===== src/hdl/cpht_pkg.sv =====
`timescale 1ns / 1ps

package cpht_pkg;

  localparam int MAX_VERTICES = 16;
  localparam int ADDR_W = $clog2(MAX_VERTICES);
  localparam int CNT_W = $clog2(MAX_VERTICES + 1);
  localparam int COORD_W = 16;
  localparam int DIFF_W = COORD_W + 1;
  localparam int PROD_W = 2 * DIFF_W;
  localparam int MIN_VERTICES = 3;

  localparam logic [1:0] OP_APPEND = 2'd0;
  localparam logic [1:0] OP_TEST = 2'd1;
  localparam logic [1:0] OP_CLEAR = 2'd2;

  localparam logic [1:0] SGN_ZERO = 2'b00;
  localparam logic [1:0] SGN_POS = 2'b01;
  localparam logic [1:0] SGN_NEG = 2'b10;

  typedef logic signed [COORD_W-1:0] coord_t;

  // read beat that travels alongside the ram read data
  typedef struct packed {
    logic vld;
    logic first;
    logic last;
  } rd_beat_t;

  typedef struct packed {
    logic done;
    logic hit;
  } edge_res_t;

endpackage


===== src/hdl/cpht_edge.sv =====
`timescale 1ns / 1ps

module cpht_edge (
  input  logic               clk,
  input  logic               rst,
  input  cpht_pkg::rd_beat_t rd_beat,
  input  cpht_pkg::coord_t   cur_x,
  input  cpht_pkg::coord_t   cur_y,
  input  cpht_pkg::coord_t   px,
  input  cpht_pkg::coord_t   py,
  output cpht_pkg::edge_res_t edge_res
);
  import cpht_pkg::*;

  coord_t prev_x;
  coord_t prev_y;

  logic                     d_vld;
  logic                     d_last;
  logic signed [DIFF_W-1:0] dx;
  logic signed [DIFF_W-1:0] dy;
  logic signed [DIFF_W-1:0] qx;
  logic signed [DIFF_W-1:0] qy;

  logic                     p_vld;
  logic                     p_last;
  logic signed [PROD_W-1:0] p1;
  logic signed [PROD_W-1:0] p2;

  logic signed [PROD_W:0]   det;
  logic [1:0]               sgn;
  logic [1:0]               ref_sgn;
  logic                     fail;

  // stage 1: edge and point differences against the previous vertex
  always_ff @(posedge clk) begin
    if (rst) begin
      d_vld <= 1'b0;
    end else begin
      d_vld <= rd_beat.vld && !rd_beat.first;
    end
    if (rd_beat.vld) begin
      prev_x <= cur_x;
      prev_y <= cur_y;
      dx <= {cur_x[COORD_W-1], cur_x} - {prev_x[COORD_W-1], prev_x};
      dy <= {cur_y[COORD_W-1], cur_y} - {prev_y[COORD_W-1], prev_y};
      qx <= {px[COORD_W-1], px} - {prev_x[COORD_W-1], prev_x};
      qy <= {py[COORD_W-1], py} - {prev_y[COORD_W-1], prev_y};
    end
    d_last <= rd_beat.last;
  end

  // stage 2: the two products
  always_ff @(posedge clk) begin
    if (rst) begin
      p_vld <= 1'b0;
    end else begin
      p_vld <= d_vld;
    end
    p_last <= d_last;
    p1 <= dx * qy;
    p2 <= dy * qx;
  end

  assign det = {p1[PROD_W-1], p1} - {p2[PROD_W-1], p2};

  always_comb begin
    if (det[PROD_W]) begin
      sgn = SGN_NEG;
    end else if (det != '0) begin
      sgn = SGN_POS;
    end else begin
      sgn = SGN_ZERO;
    end
  end

  // stage 3: reference sign tracking, closing edge decides
  always_ff @(posedge clk) begin
    if (rst) begin
      ref_sgn <= SGN_ZERO;
      fail <= 1'b0;
      edge_res.done <= 1'b0;
      edge_res.hit <= 1'b0;
    end else begin
      edge_res.done <= p_vld && p_last;
      if (p_vld) begin
        if (p_last) begin
          edge_res.hit <= !fail && (sgn == ref_sgn);
          ref_sgn <= SGN_ZERO;
          fail <= 1'b0;
        end else if (ref_sgn == SGN_ZERO) begin
          ref_sgn <= sgn;
        end else if (sgn != ref_sgn) begin
          fail <= 1'b1;
        end
      end
    end
  end

endmodule


===== config.mk =====
export PLATFORM = sky130hd
export DESIGN_NAME = cpht_edge
export DESIGN_NICKNAME = d
export VERILOG_FILES = /design/src/hdl/cpht_pkg.sv /design/src/hdl/cpht_edge.sv
export SDC_FILE = /design/constraint.sdc
export NUM_CORES = 2
export LEC_CHECK = 0
export ABC_AREA = 1
export BUFFER_PORTS_ARGS = -buffer_cell sky130_fd_sc_hd__buf_2
export CORE_AREA = 2 2 247 249
export CTS_BUF_LIST = sky130_fd_sc_hd__clkbuf_4 sky130_fd_sc_hd__clkbuf_8
export CTS_CLUSTER_DIAMETER = 60
export DETAILED_ROUTE_END_ITERATION = 7
export DIE_AREA = 0 0 249 251
export PLACE_DENSITY = 0.71
export SLEW_MARGIN = 40
export SYNTH_ARGS = -nofsm -noshare
export SYNTH_HDL_FRONTEND = slang
export SYNTH_SLANG_ARGS = --single-unit

===== constraint.sdc =====
create_clock -name clk -period 8.7 [get_ports clk]
set_input_delay 2.61 -clock clk [delete_from_list [all_inputs] [get_ports clk]]
set_output_delay 2.61 -clock clk [all_outputs]
set_load 0.05 [all_outputs]

==> impl_metrics.toml <==
[clocking]
htree_levels = 4
cts_root_buffer = "clkbuf_8"
post_cts_resized = 0
clock_sinks = 177
ctsHoldBuffers = 0
cts_buffers = 17
cts_setup_buffers = 0
cts_tree = "done"
cts.reportedPaths.clkPinSlew_ns = 0.15
clk-insertion-delay-late_ns = 0.59
cts_buffer_depth = 2

[timing]
fin_worst_skew_ns = 0.0430
fin_setup_tns_ns = 0
max_slew_margin_pct = 41.9
rsz0062_at_grt = "no"
fin_crit_sh_pct = 73.1
hold_viol_final = 0
max_freq_mhz = 157
worst_pin_slew_ns = 0.871
period_needed_ns = 6.36
setup_viol = 0
slew_viol_final = 0

[critical_path]
crit_required_ns = 9.15
cp-endpoint = "p1[32]$_DFF_P_"
crit_path_start = "dx[7]$_DFFE_PP_"
ff2ff_path_depth = 22
startpoint_type = "register"
crit_fanout = 17
r2r-end = "p1[32]$_DFF_P_"
cp-end-kind = "register"
reg2reg_from = "dx[7]$_DFFE_PP_"
crit_type = "register to register"
r2r_slack_ns = 2.34
cp.arrival_ns = 6.81

[yosys]
ys_seq_area_share_pct = 13.9
synthFlopType = "edfxtp_1"
netlist_instances = 4046
syn-num-nets = 4979
yosys.cell_types.count = 51
avgSynthCellArea_um2 = 8.09
netlist_area_um2 = 32700
yosys_register_bits = 177
synth_top_area_cell = "fa_1"
synth_edf_count = 100
netlist.area_leader.share_pct = 36.5
synth.top_cells.by_area = "fa_1 36%, inv_1 13%, nand2_1 11%"
yosys_warnings = 0
synthArstFlopShare_pct = 0

[routing]
drtIter0Drc = 1762
drt_wl_total_mm = 80.4
vias = 24300
vias_per_cell = 5.05
wl_per_cell_um = 16.7
first_pass_iters = 5
detail-route-antenna-nets = 0
route.detailed.drc = 0

[placed_design]
place_congestion = 0.932
port_buffers = 70
hpwl_mm = 67.6

[cells_and_area]
nNetsFinal = 4940
drive_gt1_share_pct = 4.78
final_common_cell = "inv_1"
final_cell_mix = "1,171 x inv_1, 985 x nand2_1, 596 x fa_1, 268 x ha_1"
syn_to_final_growth_pct = 4.11

[global_route]
grt_pass1_vias = 26000
antenna_found_initial = 2
grt_max_degree = 69
grt_first_pass_wirelength_mm = 134
grt_overflow = 0
track_usage_pct = 27.5

[die]
rows = 90
start_util_pct = 54.7
io_pins = 71
die_w_um = 249
core_area_um2 = 59800
die_y_um = 251
dieArea_um2 = 62500

[flow_run]
drv_cap = 0

[hold_path]
min_path_type = "register to register"

[outcome]
outcome = "finished, final reports clean"
worst min path at each step:
| stage | endpoint | depth (start not counted) | from | slack [ns] |
|---|---|---|---|---|
| after CTS | p_last$_DFF_P_ | 0 | d_last$_DFF_P_ | 0.35 |
| after floorplan | p_last$_DFF_P_ | 0 | d_last$_DFF_P_ | 0.31 |
| final | p_last$_DFF_P_ | 0 | d_last$_DFF_P_ | 0.34 |
| after global placement | p_last$_DFF_P_ | 0 | d_last$_DFF_P_ | 0.31 |
| after detailed placement | p_last$_DFF_P_ | 0 | d_last$_DFF_P_ | 0.32 |
| after global routing | p_last$_DFF_P_ | 0 | d_last$_DFF_P_ | 0.35 |
sequential cells by signal (all words and copies together) (netlist names), 2 cells and up:
register and cells:
dx 17, dy 17, edge_res 2, p1 34
p2 34, prev_x 16, prev_y 16, qx 17
qy 17, ref_sgn 2
synthesized netlist by cell type, types with 2 or more instances:
| master | n |
|---|---|
| nand3_1 | 81 |
| o221ai_1 | 3 |
| a21o_1 | 7 |
| nor2_4 | 3 |
| o31ai_1 | 4 |
| inv_2 | 10 |
| inv_1 | 1171 |
| o21ai_2 | 5 |
| nor2_2 | 11 |
| a31oi_1 | 7 |
| a211oi_1 | 2 |
| o21bai_1 | 9 |
| nand3_2 | 8 |
| nand4_1 | 19 |
| or2_2 | 9 |
| nor2_1 | 132 |
| nand2_1 | 985 |
| nand3b_1 | 6 |
| ha_1 | 268 |
| a21boi_1 | 4 |
| a21oi_2 | 8 |
| o21ai_0 | 47 |
| dfxtp_1 | 77 |
| o21bai_2 | 2 |
| a21boi_0 | 5 |
| nor4_1 | 2 |
| xnor2_1 | 45 |
| edfxtp_1 | 100 |
| nand2_2 | 20 |
| clkinv_1 | 3 |
| a21oi_1 | 132 |
| fa_1 | 596 |
| o211ai_1 | 3 |
| o21a_1 | 3 |
| o21ai_1 | 10 |
| a21boi_2 | 2 |
| xor2_1 | 91 |
| nor3_1 | 11 |
| clkbuf_1 | 133 |
area by class of cell:
class | instances | area (µm²)
fillers | 5387 | 25700
diodes | 1 | 2.50
clock inverters | 15 | 228
repair buffers | 76 | 405
flip-flops and latches | 177 | 4540
well taps | 782 | 978
clock buffers | 17 | 234
multi-input cells | 2551 | 23200
inverters | 1184 | 4440
worst max-delay path, stage by stage, from the launching register on:
cell	delay, ns
edfxtp_1	0.89
nand2_1	0.17
fa_1	0.57
inv_1	0.05
fa_1	0.49
inv_1	0.05
fa_1	0.55
inv_1	0.06
fa_1	0.47
fa_1	0.51
inv_1	0.05
fa_1	0.47
inv_1	0.04
ha_1	0.37
a21oi_1	0.12
o21a_1	0.18
o21ai_0	0.06
a21oi_1	0.09
o21ai_1	0.24
a21oi_1	0.15
o31ai_1	0.33
a21oi_1	0.14
xor2_1	0.16
layer usage:
metal | GRT usage [%] | vias up | share of wire, %
li1 | - | 11600 | -
met1 | 35.4 | 11700 | 43
met2 | 47.2 | 781 | 48
met3 | 4.08 | 160 | 5.9
met4 | 10.1 | 0 | 3.8
met5 | 0 | - | 0
metrics by stage:
step                      setup slack [ns]  utilization, %  hold slack, ns  instances  cell area (µm²)
after global placement                2.49            56.2           0.314       4769            33600
after detailed placement              2.42            56.2           0.319       4769            33600
after floorplan                       2.88               -           0.310       4046            32700
after CTS                             2.36            57.0           0.347       4801            34100
final                                 2.34            57.0           0.342       4803            34100
after global routing                  1.96            57.0           0.352       4802            34100
kinds of logic (layout without fill, tap and decap cells):
kind of cell,Yosys count,in the layout,synth area share [%]
AO/OA/AOI/OAI,258,258,4.58
adder cells (fa/ha/maj),864,864,46.7
AND/OR/NAND/NOR,1293,1293,16.1
XOR/XNOR,136,136,3.64
other,0,1,0
flip-flops,177,177,13.9
buffers and inverters,1318,1292,15.1
Power is not shown: default switching activity piles up to over one toggle a cycle in this logic, so the estimate is an artifact.
